<file path="config.mk">
export PLATFORM = sky130hd
export DESIGN_NAME = cefc_mac_cell
export DESIGN_NICKNAME = d
export VERILOG_FILES = /design/src/sv/clamped_edge_fir_convolution_assert.svh /design/src/sv/cefc_pkg.sv /design/src/sv/cefc_mac_cell.sv
export SDC_FILE = /design/constraint.sdc
export NUM_CORES = 1
export LEC_CHECK = 0
export ABC_CLOCK_PERIOD_IN_PS = 7930
export BUFFER_PORTS_ARGS = -buffer_cell sky130_fd_sc_hd__buf_2
export CAP_MARGIN = 20
export CORE_AREA = 2 2 154 141
export CTS_BUF_LIST = sky130_fd_sc_hd__clkbuf_4 sky130_fd_sc_hd__clkbuf_8
export CTS_CLUSTER_DIAMETER = 200
export DETAILED_ROUTE_END_ITERATION = 12
export DIE_AREA = 0 0 156 143
export PLACE_DENSITY = 0.8
export SYNTH_ARGS = -nofsm -noshare
export SYNTH_HDL_FRONTEND = slang
export SYNTH_SLANG_ARGS = --single-unit
</file>
<file path="constraint.sdc">
create_clock -name clock -period 7.93 [get_ports clock]
set_input_delay 1.586 -clock clock [delete_from_list [all_inputs] [get_ports clock]]
set_output_delay 1.586 -clock clock [all_outputs]
set_load 0.01 [all_outputs]
</file>
<file path="src/sv/clamped_edge_fir_convolution_assert.svh">
// Assertion macros for the clamped edge FIR convolution block.
// Used by files that include this header; expects signals clock and reset.
`ifndef CLAMPED_EDGE_FIR_CONVOLUTION_ASSERT_SVH
`define CLAMPED_EDGE_FIR_CONVOLUTION_ASSERT_SVH
`ifndef SYNTH
`define CEFC_ASSERT_NOW(lbl, ante, cons) \
   lbl: assert property (@(posedge clock) disable iff (reset) (ante) |-> (cons)) \
      else $error("cefc assertion failed");
`define CEFC_ASSERT_NEXT(lbl, ante, cons) \
   lbl: assert property (@(posedge clock) disable iff (reset) (ante) |=> (cons)) \
      else $error("cefc assertion failed");
`else
`define CEFC_ASSERT_NOW(lbl, ante, cons)
`define CEFC_ASSERT_NEXT(lbl, ante, cons)
`endif
`endif

</file>
<file path="src/sv/cefc_pkg.sv">
// Shared types and constants for the clamped edge FIR convolution block.
// No dependencies.
package cefc_pkg;

   localparam int NUM_COEF        = 7;
   localparam int COEF_SIDE       = 3;
   localparam int COEF_WIDTH      = 16;
   localparam int COEF_FRAC       = 15;
   localparam int SUM_GROWTH      = 3;
   localparam int HW_WIDTH        = 2;
   localparam int TAP_CHOICES     = 2 ** HW_WIDTH;
   localparam int CSR_INDEX_WIDTH = 3;
   localparam int CSR_DATA_WIDTH  = 16;

   localparam logic [CSR_INDEX_WIDTH-1:0] REG_HALF_WIDTH = 3'd0;

   localparam logic signed [COEF_WIDTH-1:0] COEF_CENTRE_RESET = 16'sd32767;

   typedef logic [HW_WIDTH-1:0] h_type;

   typedef struct packed {
      logic push;
      logic fill;
   } win_ctl_type;

endpackage

</file>
<file path="src/sv/cefc_mac_cell.sv">
// One tap cell: picks the window sample for the active half width and
// registers its product with the coefficient. Depends on cefc_pkg.
module cefc_mac_cell #(
   parameter int SAMPLE_WIDTH = 16
) (
   input  logic                                                 clock,
   input  logic                                                 en,
   input  cefc_pkg::h_type                                      h,
   input  logic signed [SAMPLE_WIDTH-1:0]                       cand [cefc_pkg::TAP_CHOICES],
   input  logic signed [cefc_pkg::COEF_WIDTH-1:0]               coef,
   output logic signed [SAMPLE_WIDTH+cefc_pkg::COEF_WIDTH-1:0]  prod
);

   localparam int PW = SAMPLE_WIDTH + cefc_pkg::COEF_WIDTH;

   logic signed [PW-1:0] prod_ff;
   logic signed [PW-1:0] prod_in;

   always_comb begin
      prod_in = prod_ff;
      if (en) begin
         prod_in = cand[h] * coef;
      end
   end

   always_ff @(posedge clock) begin
      prod_ff <= prod_in;
   end

   assign prod = prod_ff;

endmodule

</file>
==> flow_summary.yaml <==
worst_setup_path:
  startpoint_type: "input port"
  crit_chain: "buf_2 -> buf_12 -> mux4_2 -> and2_1 -> fa_1 -> inv_1 -> fa_1 -> fa_1 -> inv_1 -> fa_1 -> fa_1 -> inv_1 -> fa_1 -> inv_1 -> ha_1 -> nand4_1 -> o41a_1 -> a211oi_1 -> buf_4 -> o21ai_1 -> a21oi_1 -> xor2_1"
  cp-startpoint: "h[0]"
  crit_type: "in -> reg"
  critPathSlowestCell: "mux4_2"
  path_common_cell: "fa_1"
  worstSetupEndpointType: "flip-flop"
  required_ns: 7.97
  slowest_delay_ns: 0.57
  crit_path_max_fanout: 11
  arrival_ns: 7.69
status:
  status: "finished, final reports clean"
yosys:
  synth.area.top_cells: "fa_1 (47%), inv_1 (9.7%), ha_1 (9.1%)"
  yosysSeqAreaShare_pct: 8.56
  synth_flop_cell: "edfxtp_1"
  syn_inst: 1146
  synth_warnings: 0
  synth_cell_types: 47
  syn_area_mm2: 0.0112
  async_reset_ff_share_pct: 0
  yosysTopAreaCellShare_pct: 46.7
  syn-num-nets: 1574
  syn_area_per_cell_um2: 9.79
  synth_top_area_cell: "fa_1"
  yosys_register_bits: 32
  synth-edff-count: 32
floorplanning:
  start_util_pct: 54.5
  fp-row-count: 50
  io_pins: 116
  fp.dieArea_mm2: 0.0223
  core_mm2: 0.0206
  die_h_um: 143
  die_x_um: 156
clocking:
  clkSinkCount: 32
  h-tree-depth: 2
  clkSlewWorstSetupHoldPaths_ns: 0.07
  cts_hold_buffers: 0
  cts_buffers: 5
  clockBufferDepth: 2
  clockRootBuffer: "clkbuf_8"
  cts_tree: "built"
job:
  cap_viol_max_count: 0
global_route:
  met1_usage_pct: 29.5
  grt_pass1_vias: 9113
  met2_usage_pct: 44.0
  busiest_layer: "met2"
  antenna_found_initial: 1
  grtUsageMet3_pct: 3.95
  grt_start_max_net_pins: 33
  grt_pass1_wl_um: 42600
  grt_overflow_total: 0
  track_usage_pct: 24.3
placed_design:
  numPortBuffers: 115
  placed_area_mm2: 0.0124
  dp_hpwl_um: 21900
  place_congestion: 0.883
routing:
  wl_per_cell_um: 16.3
  drt_iter0_drc: 517
  ant_nets: 0
  drcViolationCount: 0
  via_per_inst: 5.36
  routed_wl_um: 25300
  drt_first_pass_iters: 7
  vias: 8306
cells_and_area:
  drive_gt1_share_pct: 16.1
  num_antenna_cells: 0
  area_delta_synth_final_pct: 11.7
  largest_reg_flops: 32
  final_cell_mix: "inv_1 (290), fa_1 (260), nand2_1 (127)"
  mostFrequentLayoutCell: "inv_1"
  design_area_mm2: 0.0125
  final_net_count: 1717
timing:
  tightest_slew_ns: 0.755
  maxSlewHeadroom_pct: 49.7
  slew_violations: 0
  min_period_over_period_pct: 96.4
  rsz0062_at_grt: "yes"
  hold_viol_final: 0
  clock.fmax_ghz: 0.131
  setup_viol: 0
  finalCriticalPeriod_ns: 7.65
min_path:
  worstHoldStart: "coef[0]"
  hold_class: "in -> reg"
layer usage:
metal	vias to the layer above	wire, um
met1	4299	9500
li1	3720	-
met4	2	810
met5	-	11
met3	56	1250
met2	229	13700
cell families after synthesis:
family | synth area share, %
AOI/OAI and AO/OA | 4.67
muxes | 3.30
and+or+nand+nor | 14.1
adders and majority gates | 55.9
buffers and inverters | 11.0
DFF | 8.56
xor gates and xnor gates | 2.50
worst max-delay path, delay by kind of cell:
family / cells / cell delay [ns]
adder cells (fa/ha/maj): 7 / 3.37
XOR/XNOR: 1 / 0.09
multiplexers: 1 / 0.57
buffers and inverters: 7 / 0.64
AO/OA/AOI/OAI: 4 / 1.05
AND/OR/NAND/NOR: 2 / 0.36
stage by stage:
| step | cells | setup WS [ns] | hold WS (ns) | utilization (%) | setup TNS [ns] |
|---|---|---|---|---|---|
| after floorplan | 1146 | 0.00885 | 1.70 | - | 0 |
| after global placement | 1542 | -0.0543 | 2.00 | 60.4 | -0.0543 |
| after global routing | 1550 | -0.00504 | 1.81 | 60.9 | -0.00504 |
| after CTS | 1550 | 0.184 | 1.81 | 60.9 | 0 |
| final | 1550 | 0.283 | 1.82 | 60.9 | 0 |
| after detailed placement | 1542 | -0.117 | 2.00 | 60.4 | -0.293 |
Yosys cell counts, types with 2 or more instances:
cell type and count:
o21ai_1 2, o21a_1 3, edfxtp_1 32, nand2_1 127, a211oi_1 7, or2_2 2
xnor2_1 25, and4_1 2, nor3_1 6, o21ai_0 9, clkbuf_1 35, a21oi_1 22
o2111ai_1 2, nand2b_1 7, buf_2 3, a211o_1 2, fa_1 262, inv_1 290
and2_1 125, nand4_1 5, o211ai_1 3, o21bai_1 3, mux4_2 16, nand3_1 9
or3_1 2, nor2_1 27, a21o_1 10, ha_1 82, o311ai_1 2, xor2_1 7
layout make-up:
cell class / count / area (um^2)
clock buffers: 5 / 68.8
well taps: 260 / 325
inverters: 290 / 1090
multi-input cells: 786 / 9040
repair buffers: 174 / 1030
flip-flops and latches: 32 / 961
fillers: 1650 / 8040
clock inverters: 3 / 23.8
repair_timing:
item,CTS,global route
buffers inserted,0,0
endpoints found under the setup margin,0,3
resized for setup,0,4
worst paths after layout:
kind                 end  slack (ns)  depth (start not counted)
max   prod[22]$_DFFE_PP_        0.28                         22
min    prod[0]$_DFFE_PP_        1.82                          2
Power is left out: the tool's default activity adds up to more than one toggle a clock period on the data nets, which glitch-free logic cannot reach.
