===== config.mk =====
export PLATFORM = sky130hd
export DESIGN_NAME = cefc_round_sat
export DESIGN_NICKNAME = d
export VERILOG_FILES = /design/src/sv/clamped_edge_fir_convolution_assert.svh /design/src/sv/cefc_pkg.sv /design/src/sv/cefc_round_sat.sv
export SDC_FILE = /design/constraint.sdc
export NUM_CORES = 1
export LEC_CHECK = 0
export BUFFER_PORTS_ARGS = -buffer_cell sky130_fd_sc_hd__buf_2
export CORE_MARGIN = 2
export CORE_UTILIZATION = 25
export CTS_CLUSTER_SIZE = 20
export DETAILED_ROUTE_END_ITERATION = 12
export GPL_TIMING_DRIVEN = 0
export PLACE_DENSITY = 0.45
export SYNTH_ARGS = -nofsm -noshare
export SYNTH_HDL_FRONTEND = slang
export SYNTH_SLANG_ARGS = --single-unit

===== constraint.sdc =====
create_clock -name clock -period 5.78 [get_ports clock]
set_input_delay 0.867 -clock clock [delete_from_list [all_inputs] [get_ports clock]]
set_output_delay 0.867 -clock clock [all_outputs]
set_load 0.01 [all_outputs]

===== src/sv/clamped_edge_fir_convolution_assert.svh =====
// Assertion macros for the clamped edge FIR convolution block.
// Used by files that include this header; expects signals clock and reset.
`ifndef CLAMPED_EDGE_FIR_CONVOLUTION_ASSERT_SVH
`define CLAMPED_EDGE_FIR_CONVOLUTION_ASSERT_SVH
`ifndef SYNTH
`define CEFC_ASSERT_NOW(lbl, ante, cons) \
   lbl: assert property (@(posedge clock) disable iff (reset) (ante) |-> (cons)) \
      else $error("cefc assertion failed");
`define CEFC_ASSERT_NEXT(lbl, ante, cons) \
   lbl: assert property (@(posedge clock) disable iff (reset) (ante) |=> (cons)) \
      else $error("cefc assertion failed");
`else
`define CEFC_ASSERT_NOW(lbl, ante, cons)
`define CEFC_ASSERT_NEXT(lbl, ante, cons)
`endif
`endif


===== src/sv/cefc_pkg.sv =====
// Shared types and constants for the clamped edge FIR convolution block.
// No dependencies.
package cefc_pkg;

   localparam int NUM_COEF        = 7;
   localparam int COEF_SIDE       = 3;
   localparam int COEF_WIDTH      = 16;
   localparam int COEF_FRAC       = 15;
   localparam int SUM_GROWTH      = 3;
   localparam int HW_WIDTH        = 2;
   localparam int TAP_CHOICES     = 2 ** HW_WIDTH;
   localparam int CSR_INDEX_WIDTH = 3;
   localparam int CSR_DATA_WIDTH  = 16;

   localparam logic [CSR_INDEX_WIDTH-1:0] REG_HALF_WIDTH = 3'd0;

   localparam logic signed [COEF_WIDTH-1:0] COEF_CENTRE_RESET = 16'sd32767;

   typedef logic [HW_WIDTH-1:0] h_type;

   typedef struct packed {
      logic push;
      logic fill;
   } win_ctl_type;

endpackage


===== src/sv/cefc_round_sat.sv =====
// Output stage: adds the tap products, rounds Q1.15 to nearest and
// saturates to the sample width. Depends on cefc_pkg.
module cefc_round_sat #(
   parameter int SAMPLE_WIDTH = 16
) (
   input  logic                                                clock,
   input  logic                                                en,
   input  logic signed [SAMPLE_WIDTH+cefc_pkg::COEF_WIDTH-1:0] prods [cefc_pkg::NUM_COEF],
   output logic signed [SAMPLE_WIDTH-1:0]                      filtered
);

   localparam int PW = SAMPLE_WIDTH + cefc_pkg::COEF_WIDTH;
   localparam int AW = PW + cefc_pkg::SUM_GROWTH + 1;
   localparam logic signed [AW-1:0] HALF = AW'(1) <<< (cefc_pkg::COEF_FRAC - 1);
   localparam logic signed [AW-1:0] MAXV = {{(AW-SAMPLE_WIDTH+1){1'b0}},
                                            {(SAMPLE_WIDTH-1){1'b1}}};
   localparam logic signed [AW-1:0] MINV = {{(AW-SAMPLE_WIDTH+1){1'b1}},
                                            {(SAMPLE_WIDTH-1){1'b0}}};

   logic signed [AW-1:0]           acc;
   logic signed [AW-1:0]           scaled;
   logic signed [SAMPLE_WIDTH-1:0] filtered_ff;
   logic signed [SAMPLE_WIDTH-1:0] filtered_in;

   always_comb begin
      acc = HALF;
      for (int k = 0; k < cefc_pkg::NUM_COEF; k++) begin
         acc = acc + AW'(prods[k]);
      end
      scaled = acc >>> cefc_pkg::COEF_FRAC;
      filtered_in = filtered_ff;
      if (en) begin
         if (scaled > MAXV) begin
            filtered_in = MAXV[SAMPLE_WIDTH-1:0];
         end else if (scaled < MINV) begin
            filtered_in = MINV[SAMPLE_WIDTH-1:0];
         end else begin
            filtered_in = scaled[SAMPLE_WIDTH-1:0];
         end
      end
   end

   always_ff @(posedge clock) begin
      filtered_ff <= filtered_in;
   end

   assign filtered = filtered_ff;

endmodule


==> impl_metrics.yaml <==
floorplan:
  fp.dieW_um: 176.1
  io_pins: 242
  die_y_um: 176.1
  die_area_um2: 31020
  rows: 63
  core-area_um2: 29400
  start_util_pct: 25.19
power:
  power_leakage_nw: 5.438
  p_total_w: 0.006560
  vdd_drop_max_mv: 0.3411
  powerDensity_nw_per_um2: 688.1
synthesis:
  yosys.area.top_type: "fa_1"
  synthArstFlopShare_pct: 0
  synth_edf_count: 16
  synth.area.top_cells: "fa_1 44%, inv_1 20%, ha_1 11%"
  synth_seq_area_share_pct: 6.486
  yosysUniqueCellTypes: 50
  synth_top_area_share_pct: 43.78
  syn_inst: 855
  avgSynthCellArea_um2: 8.663
  synth_common_cells: "396 x inv_1, 162 x fa_1, 65 x ha_1"
  yosysMostFrequentCell: "inv_1"
  ys_ff_latch: 16
  syn_nets: 1308
  yosys_most_used_dff: "edfxtp_1"
  ys_warn_count: 0
  syn_area_um2: 7407
timing:
  tns_ns: 0
  hold_violations: 0
  fin_crit_sh_pct: 96.28
  worst_pin_slew_ns: 0.4437
  rsz0062_at_grt: "true"
  period_needed_ns: 5.565
  max_freq_mhz: 179.7
  final-setup-viol-count: 0
  maxSlewViolCount: 0
  whs_ns: 1.057
  relSlewSlack_pct: 70.42
cts:
  cts_tree: "yes"
  holdBufCountCts: 0
  ctsRootBufferMaster: "clkbuf_16"
  clk_pin_slew_ns: 0.05
  htree_levels: 1
  clockBufferDepth: 2
  numCtsBuffers: 3
  numClockSinks: 16
setup_path:
  cpPeakStageDelay_ns: 0.56
  cp.required_ns: 5.77
  crit_top_cell: "fa_1"
  path_cells: "buf_2 > inv_1 > fa_1 > inv_1 > fa_1 > inv_2 > fa_1 > fa_1 > inv_2 > ha_4 > buf_6 > a211oi_2 > o21bai_2 > or4_4 > o21ba_4 > o211ai_1 > nand3_1 > o31ai_4 > buf_4 > o21ai_0"
  cp_slowest_cell: "or4_4"
  path_class: "in -> reg"
  crit_path_max_fanout: 7
  crit_path_end: "filtered[2]$_SDFFCE_PN1P_"
  start_kind: "input pin"
  cp.buffers_inverters: 7
  critPathCaptureType: "flop"
  crit_path_start: "prods[24]"
  crit_arrival_ns: 5.55
  critPathTopFamily: "adder cells"
  cp_num_cells: 20
drt:
  wl_per_cell_um: 10.64
  drt_drc_violations_left: 0
  num_vias: 5791
  wl_um: 15930
  ant_nets: 0
  avgViaCountPerCell: 3.868
  drt_pass1_iterations: 4
  drt_iter0_drc: 87
layout:
  fin_area_um2: 9533
  num_antenna_cells: 0
  final_util_pct: 32.42
  largest_reg_flops: 16
  area_growth_pct: 28.70
  drive_gt1_share_pct: 28.91
  nNetsFinal: 1561
global_routing:
  antenna_found_initial: 0
  grt_pass1_vias: 6308
  grt_usage_pct: 10.61
  grt_pass1_wl_um: 27460
  grt_max_degree: 17
  grt_overflow: 0
placement:
  place_area_um2: 9101
  globalplace.congestion: 0.7955
  numPortBuffers: 241
  dp_hpwl_um: 15220
hold_path:
  hold_class: "in -> reg"
run:
  cap_viol_max_count: 0
status:
  status: "complete, no violations"
per-layer routing:
| layer | vias to the layer above | wire, um | global-route usage, % |
|---|---|---|---|
| met5 | - | 0 | 0 |
| met2 | 163 | 7804 | 19.44 |
| li1 | 2936 | - | - |
| met1 | 2686 | 7046 | 13.97 |
| met4 | 0 | 110 | 1.481 |
| met3 | 6 | 972 | 0.7537 |
power by group:
| part | total [W] | internal (W) | switching (W) |
|---|---|---|---|
| combinational | 0.00605 | 0.00271 | 0.00334 |
| sequential | 0.000375 | 0.000363 | 0.0000122 |
| clock | 0.000132 | 0.0000916 | 0.0000408 |
| total | 0.00656 | 0.00317 | 0.00339 |
cell type report:
type                       instances  area (um^2)
inverter                         396         1486
sequential                        16        480.5
clock buffer                       3        75.07
buffer                             4        37.54
multi-input combinational        435         5669
timing repair buffer             252         1292
fill                            3158        19870
clock inverter                     1        3.754
tap                              390        488.0
metrics by stage:
step,setup slack (ns),std cells
after CTS,0.003383,1493
after detailed placement,-0.3801,1486
after global placement,-0.3955,1486
final,0.2149,1497
after global routing,-0.01139,1497
after floorplan,0.1209,855
timing repair:
action | in CTS | in global routing
endpoints found under the setup margin | 14 | 15
pin swaps | 6 | 35
resized for setup | 17 | 43
cloned | 1 | 0
buffers inserted | 5 | 5
cell usage in the layout, fill, tap and decap left out, drive strengths merged, types with 4 or more instances in the layout:
| cell type | netlist | final |
|---|---|---|
| buf | 4 | 255 |
| edfxtp | 16 | 16 |
| fa | 162 | 162 |
| xor2 | 5 | 5 |
| nand2b | 5 | 5 |
| xnor2 | 15 | 15 |
| ha | 65 | 65 |
| o31ai | 4 | 4 |
| o211ai | 4 | 4 |
| nor2 | 11 | 11 |
| o21bai | 6 | 6 |
| a21o | 6 | 6 |
| o21ai | 33 | 33 |
| nand2 | 25 | 25 |
| nand3 | 8 | 8 |
| clkbuf | 4 | 4 |
| and3 | 4 | 4 |
| nor2b | 4 | 4 |
| a21oi | 38 | 38 |
| and4 | 5 | 5 |
| inv | 396 | 396 |
| nand4 | 7 | 7 |
how the worst min path moves through the flow:
stage | from | to | slack [ns] | depth (start not counted)
2_1_floorplan | en | filtered[0]$_SDFFCE_PN1P_ | 0.98 | 0
3_3_place_gp | filtered[15]$_SDFFCE_PN0P_ | filtered[15] | 1.30 | 1
3_5_place_dp | filtered[15]$_SDFFCE_PN0P_ | filtered[15] | 1.30 | 1
4_1_cts | en | filtered[15]$_SDFFCE_PN0P_ | 1.07 | 1
5_1_grt | en | filtered[15]$_SDFFCE_PN0P_ | 1.07 | 1
6_report | en | filtered[15]$_SDFFCE_PN0P_ | 1.06 | 1
kinds of logic after synthesis:
family / after synthesis / share of synthesized area [%]
flops: 16 / 6.486
buf+inv: 404 / 20.79
xor+xnor: 20 / 2.466
compound gates: 109 / 9.898
fa+ha+maj: 227 / 54.76
simple gates: 79 / 5.591
(Power assumes the default switching activity.)
