**src/sv/clamped_edge_fir_convolution_assert.svh**
```systemverilog
// Assertion macros for the clamped edge FIR convolution block.
// Used by files that include this header; expects signals clock and reset.
`ifndef CLAMPED_EDGE_FIR_CONVOLUTION_ASSERT_SVH
`define CLAMPED_EDGE_FIR_CONVOLUTION_ASSERT_SVH
`ifndef SYNTH
`define CEFC_ASSERT_NOW(lbl, ante, cons) \
   lbl: assert property (@(posedge clock) disable iff (reset) (ante) |-> (cons)) \
      else $error("cefc assertion failed");
`define CEFC_ASSERT_NEXT(lbl, ante, cons) \
   lbl: assert property (@(posedge clock) disable iff (reset) (ante) |=> (cons)) \
      else $error("cefc assertion failed");
`else
`define CEFC_ASSERT_NOW(lbl, ante, cons)
`define CEFC_ASSERT_NEXT(lbl, ante, cons)
`endif
`endif

```
**src/sv/cefc_pkg.sv**
```systemverilog
// Shared types and constants for the clamped edge FIR convolution block.
// No dependencies.
package cefc_pkg;

   localparam int NUM_COEF        = 7;
   localparam int COEF_SIDE       = 3;
   localparam int COEF_WIDTH      = 16;
   localparam int COEF_FRAC       = 15;
   localparam int SUM_GROWTH      = 3;
   localparam int HW_WIDTH        = 2;
   localparam int TAP_CHOICES     = 2 ** HW_WIDTH;
   localparam int CSR_INDEX_WIDTH = 3;
   localparam int CSR_DATA_WIDTH  = 16;

   localparam logic [CSR_INDEX_WIDTH-1:0] REG_HALF_WIDTH = 3'd0;

   localparam logic signed [COEF_WIDTH-1:0] COEF_CENTRE_RESET = 16'sd32767;

   typedef logic [HW_WIDTH-1:0] h_type;

   typedef struct packed {
      logic push;
      logic fill;
   } win_ctl_type;

endpackage

```
**src/sv/cefc_win_cell.sv**
```systemverilog
// One window cell: holds a sample and, on every push, takes its neighbor's or, with fill set, the fill sample.
// Depends on cefc_pkg.
module cefc_win_cell #(
   parameter int SAMPLE_WIDTH = 16
) (
   input  logic                           clock,
   input  cefc_pkg::win_ctl_type          ctl,
   input  logic signed [SAMPLE_WIDTH-1:0] fill_data,
   input  logic signed [SAMPLE_WIDTH-1:0] shift_data,
   output logic signed [SAMPLE_WIDTH-1:0] q
);

   logic signed [SAMPLE_WIDTH-1:0] data_ff;
   logic signed [SAMPLE_WIDTH-1:0] data_in;

   always_comb begin
      data_in = data_ff;
      if (ctl.push) begin
         data_in = ctl.fill ? fill_data : shift_data;
      end
   end

   always_ff @(posedge clock) begin
      data_ff <= data_in;
   end

   assign q = data_ff;

endmodule

```
**config.mk**
```make
export PLATFORM = sky130hd
export DESIGN_NAME = cefc_win_cell
export DESIGN_NICKNAME = d
export VERILOG_FILES = /design/src/sv/clamped_edge_fir_convolution_assert.svh /design/src/sv/cefc_pkg.sv /design/src/sv/cefc_win_cell.sv
export SDC_FILE = /design/constraint.sdc
export NUM_CORES = 1
export LEC_CHECK = 0
export BUFFER_PORTS_ARGS = -buffer_cell sky130_fd_sc_hd__buf_2
export CAP_MARGIN = 20
export CORE_MARGIN = 3
export CORE_UTILIZATION = 35
export DETAILED_ROUTE_END_ITERATION = 8
export GPL_ROUTABILITY_DRIVEN = 0
export PLACE_DENSITY_LB_ADDON = 0.25
export SLEW_MARGIN = 20
export SYNTH_ARGS = -nofsm -noshare
export SYNTH_HDL_FRONTEND = slang
export SYNTH_SLANG_ARGS = --single-unit
export TNS_END_PERCENT = 10
```
**constraint.sdc**
```tcl
create_clock -name clock -period 0.8 [get_ports clock]
set_input_delay 0 -clock clock [delete_from_list [all_inputs] [get_ports clock]]
set_output_delay 0 -clock clock [all_outputs]
set_load 0.005 [all_outputs]
```
==> results of run 1 <==
cells in the final DEF (no fill, tap or decap):
cell type,synthesis,final
buf_2,0,50
edfxtp_1,16,16
mux2_4,10,10
mux2_2,6,6
clkbuf_4,0,3
buf_4,0,3
clkinv_1,0,1
final cells by class:
class	instances	area, um^2
multi-input combinational	16	218
fill	175	811
clock buffer	3	22.5
sequential	16	480
tap	25	31.3
timing repair buffer	53	273
clock inverter	1	3.75
per-layer routing:
layer  vias to the layer above  global-route usage, %  routed length (um)
li1                        244                      -                   -
met1                       237                   9.21                 385
met2                        27                   20.8                 815
met3                         5                   5.44                 147
met4                         0                   5.24                  19
met5                         -                      0                   0
logic make-up after synthesis:
group                  count (synthesis)
buffers and inverters                  2
flip-flops                            16
multiplexers                          16
power by group through the flow:
stage          Clock (mW)  Combinational, mW  Sequential [mW]
6_report            0.398              0.298             1.03
5_1_grt             0.463              0.326             1.04
4_1_cts             0.422              0.305             1.03
3_5_place_dp            0              0.304             1.05
3_3_place_gp            0              0.297             1.05
2_1_floorplan           0              0.121             1.06
per-stage QoR:
stage          hold WS (ns)  instances  total power [mW]  setup WS (ns)
5_1_grt           -0.000741        114              1.82        -0.0592
4_1_cts             0.00797        114              1.76        -0.0318
3_5_place_dp          0.306        110              1.35        -0.0743
6_report             0.0202        114              1.73        -0.0134
3_3_place_gp          0.300        110              1.35        -0.0624
2_1_floorplan         0.112         34              1.18        0.00407
repair_timing:
action                                  in CTS  in global routing
endpoints found under the setup margin       6                 14
pin swaps                                    0                  0
endpoints found under the hold margin        0                  1
final timing paths:
check,start,endpoint,slack [ns],cells past startpoint
min,fill_data[9],q[9],0.02,2
max,q[1],q[1],-0.01,1
==> impl_metrics.py, run 1 <==
metrics = {
    "clock_network": {
        "root_buffer": "clkbuf_4",
        "clock_path_buffers": 2,
        "cts_setup_buffers": 0,
        "numCtsBuffers": 3,
        "cts.sinks": 16,
        "cts_tree": "yes",
        "cts_hold_buf": 0,
        "clk_pin_slew_ns": 0.08,
        "htreeDepth": 1,
        "cts_resized": 0,
    },
    "cells_and_area": {
        "antennaDiodeCount": 0,
        "largest_register_ffs": 16,
        "syn_to_final_growth_pct": 41.0,
        "drive_gt1_share_pct": 80.9,
        "final_util_pct": 55.9,
        "nets": 125,
        "stdcell_area_um2": 1030,
    },
    "placement": {
        "numPortBuffers": 50,
        "dpl_cell_area_um2": 1000,
    },
    "sta": {
        "tightest_slew_ns": 0.333,
        "setup_tns_ns": -0.0134,
        "max-slew-margin-rel_pct": 77.8,
        "drv_slew": 0,
        "period_share_pct": 102,
        "rsz0062_at_grt": "true",
        "hold_viol": 0,
        "setup_ws_ns": -0.0134,
        "setup_viol": 1,
        "max_freq_ghz": 1.23,
        "fin_crit_ns": 0.813,
    },
    "worst_setup_path": {
        "cp_max_fo": 1,
        "cpPeakStageDelay_ns": 0.40,
        "critPathCaptureType": "output port",
        "crit_family": "flip-flops",
        "critPathKind": "flip-flop to output port",
        "crit_buf_inv": 1,
        "crit_chain": "buf_2",
        "cp-start-kind": "flip-flop",
        "required_ns": 0.80,
        "cpMaxStageDelayCell": "edfxtp_1",
        "arrival_ns": 0.81,
    },
    "synthesis": {
        "synth_edf_count": 16,
        "seq_area_frac_synth_pct": 65.9,
        "ys_top_cells_by_count": "edfxtp_1 (16), mux2_4 (10), mux2_2 (6)",
        "synth_top_cell_by_area": "edfxtp_1",
        "synth_top_area_share_pct": 65.9,
        "synth_compound_area_share_pct": 0,
        "synth-main-ff-cell": "edfxtp_1",
        "synth.most_common_cell": "edfxtp_1",
        "synthArstFlopShare_pct": 0,
        "netlist_area_um2": 729,
        "syn_inst": 34,
        "synth_area_leaders": "edfxtp_1 (66%), mux2_4 (21%), mux2_2 (9.3%)",
        "avgSynthCellArea_um2": 21.5,
        "synth_top_family_by_area": "multiplexers",
        "syn-num-nets": 69,
        "synthXorXnorAreaFrac_pct": 0,
        "synthMuxAreaShare_pct": 29.8,
        "ys_types": 5,
        "ys_ff_latch": 16,
        "synthAdderAreaFrac_pct": 0,
        "yosysWarningCount": 0,
        "yosys.area_share.simple_pct": 0,
    },
    "run_status": {
        "violations": "negative setup slack",
        "outcome": "finished with violations",
    },
    "floorplanning": {
        "fp.dieW_um": 51.7,
        "num_rows": 15,
        "die_area_um2": 2670,
        "io-pin-count": 51,
        "start_util_pct": 39.7,
        "core_um2": 1840,
        "die_h_um": 51.7,
    },
    "drt": {
        "drc": 0,
        "postRouteAntennaNets": 0,
        "wl_per_cell_um": 12.0,
        "vias": 513,
        "firstDrtPassIters": 3,
        "wirelength_um": 1370,
        "viasPerCell": 4.50,
        "first_iter_violations": 7,
    },
    "job": {
        "drv_cap": 0,
    },
    "pwr": {
        "ir_worst_vdd_uv": 1190,
        "power.internal_mw": 1.39,
        "swShare_pct": 19.7,
        "clock_power_share_pct": 23.1,
        "p_leak_nw": 0.489,
        "p_per_area_nw_per_um2": 1680,
        "switchingPower_uw": 339,
        "pwr-share-comb_pct": 17.2,
        "p_seq_share_pct": 59.7,
    },
    "grt": {
        "grt_antenna_before_repair": 0,
        "grt_pass1_wl_um": 2010,
        "grt_overflow_total": 0,
        "grt_start_max_net_pins": 17,
        "track_usage_pct": 10.9,
        "grt_pass1_vias": 496,
    },
    "worst_hold_path": {
        "hold_class": "input pin to flip-flop",
    },
}
(Power assumes the default switching activity.)
==> run 2, diff against run 1 <==
--- a/config.mk
+++ b/config.mk
@@ -7,7 +7,7 @@
 export LEC_CHECK = 0
 export BUFFER_PORTS_ARGS = -buffer_cell sky130_fd_sc_hd__buf_2
 export CAP_MARGIN = 20
-export CORE_MARGIN = 3
+export CORE_MARGIN = 2
 export CORE_UTILIZATION = 35
 export DETAILED_ROUTE_END_ITERATION = 8
 export GPL_ROUTABILITY_DRIVEN = 0
==> run 2 against run 1 <==
The run now ends clean. Sequential share of layout area unchanged. Cell count unchanged. Power increased by 0.91%. Via count down 4.5%. Critical path depth unchanged. Sequential cell count did not move. Maximum frequency rose by 3.8%. Non-clock buffer count decreased by 2. Sequential power about the same. Critical endpoint is now q[2].
==> impl_metrics.py, run 2 (synthesis results as in run 1) <==
metrics = {
    "run_status": {
        "outcome": "finished, final reports clean",
    },
    "cells_and_area": {
        "drive_gt1_share_pct": 80.5,
        "multi_input_area_um2": 218,
        "final_cell_mix": "buf_2 (50), edfxtp_1 (16), mux2_4 (10)",
        "fillers": 190,
        "syn_to_final_growth_pct": 41.0,
        "antennaDiodeCount": 0,
        "final_util_pct": 52.4,
        "largest_register_ffs": 16,
        "layout_commonest_cell": "buf_2",
        "nets": 123,
        "register_area_um2": 480,
    },
    "clock_network": {
        "cts_setup_buffers": 0,
        "cts_hold_buf": 0,
        "root_buffer": "clkbuf_4",
        "htreeDepth": 1,
        "cts_resized": 0,
        "numCtsBuffers": 3,
        "cts_tree": "yes",
        "clock_path_buffers": 2,
        "clk_pin_slew_ns": 0.09,
        "cts.sinks": 16,
    },
    "worst_setup_path": {
        "required_ns": 0.80,
        "crit_family": "flip-flops",
        "arrival_ns": 0.78,
        "cpMaxStageDelayCell": "edfxtp_1",
        "critPathCaptureType": "output port",
        "crit_chain": "buf_2",
        "critPathKind": "flip-flop to output port",
        "crit_buf_inv": 1,
        "cp-start-kind": "flip-flop",
        "cpPeakStageDelay_ns": 0.38,
        "cp_max_fo": 1,
    },
    "worst_hold_path": {
        "whs_path_depth": 2,
        "hold_class": "input pin to flip-flop",
        "min-delay-start": "shift_data[9]",
        "min_to": "q[9]",
    },
    "sta": {
        "max-slew-margin-rel_pct": 77.3,
        "tightest_slew_ns": 0.341,
        "rsz0062_at_grt": "true",
        "hold_viol": 0,
        "period_share_pct": 98.0,
        "setup_tns_ns": 0,
        "setup_viol": 0,
        "fin_crit_ns": 0.784,
        "max_freq_ghz": 1.28,
        "drv_slew": 0,
        "setup_ws_ns": 0.0160,
    },
    "floorplanning": {
        "core_um2": 1960,
        "start_util_pct": 37.2,
        "fp.dieW_um": 49.7,
        "io-pin-count": 51,
        "die_h_um": 49.7,
        "die_area_um2": 2470,
        "num_rows": 16,
    },
    "drt": {
        "postRouteAntennaNets": 0,
        "first_iter_violations": 3,
        "drc": 0,
        "wl_per_cell_um": 11.6,
        "firstDrtPassIters": 3,
        "wirelength_um": 1330,
        "vias": 490,
        "viasPerCell": 4.30,
    },
    "pwr": {
        "pwr-share-comb_pct": 17.2,
        "swShare_pct": 20.4,
        "p_leak_nw": 0.484,
        "power.internal_mw": 1.39,
        "p_per_area_nw_per_um2": 1690,
        "switchingPower_uw": 355,
        "clock_power_share_pct": 23.8,
        "ir_worst_vdd_uv": 663,
        "p_seq_share_pct": 59.0,
    },
    "placement": {
        "post-place-ws_ns": -0.0899,
        "numPortBuffers": 50,
    },
    "grt": {
        "grt_overflow_total": 0,
        "track_usage_pct": 11.4,
        "grt_start_max_net_pins": 17,
        "grt_pass1_wl_um": 2090,
        "grt_pass1_vias": 538,
        "grt_antenna_before_repair": 0,
    },
    "job": {
        "drv_cap": 0,
    },
}
-- run 2: changes by cell type in the layout (fill, tap and decap cells not counted) --
cell	previous run	this run
buf_4	3	0
buf_12	0	1
-- run 2: power by group through the flow --
stage                     sequential, mW  clock, mW  combinational, mW
after global placement              1.05          0              0.300
after floorplan                     1.06          0              0.121
final                               1.03      0.414              0.300
after CTS                           1.03      0.445              0.306
after detailed placement            1.05          0              0.306
after global routing                1.03      0.471              0.326
-- run 2: per-stage QoR --
step	power (mW)	hold slack, ns	cells	area, um^2
6_report	1.74	0.0179	114	1030
2_1_floorplan	1.18	0.112	34	729
5_1_grt	1.83	0.00356	114	1030
4_1_cts	1.78	0.00323	114	1030
3_3_place_gp	1.35	0.303	110	1000
3_5_place_dp	1.35	0.304	110	1000
-- run 2: final cells by class --
type / instances / area share (%)
repair buffers: 51 / 26.3
multi-input cells: 16 / 21.2
clock buffers: 3 / 2.19
clock inverters: 1 / 0.365
well taps: 27 / 3.28
flip-flops and latches: 16 / 46.7
-- run 2: per-layer routing --
layer / share of wire [%] / GRT usage, %
met5: 0 / 0
met4: 0 / 4.63
met1: 34 / 10.8
met2: 59 / 22.4
met3: 7.5 / 3.03
-- run 2: how the worst max path moves through the flow --
stage                 from     to  slack (ns)  cells past startpoint
floorplan           ctl[0]  q[10]       0.004                      3
global placement    ctl[0]   q[2]       -0.06                      3
detailed placement  ctl[0]   q[2]       -0.09                      3
CTS                   q[2]   q[2]      -0.008                      1
global route          q[2]   q[2]       -0.03                      1
finish                q[2]   q[2]        0.02                      1
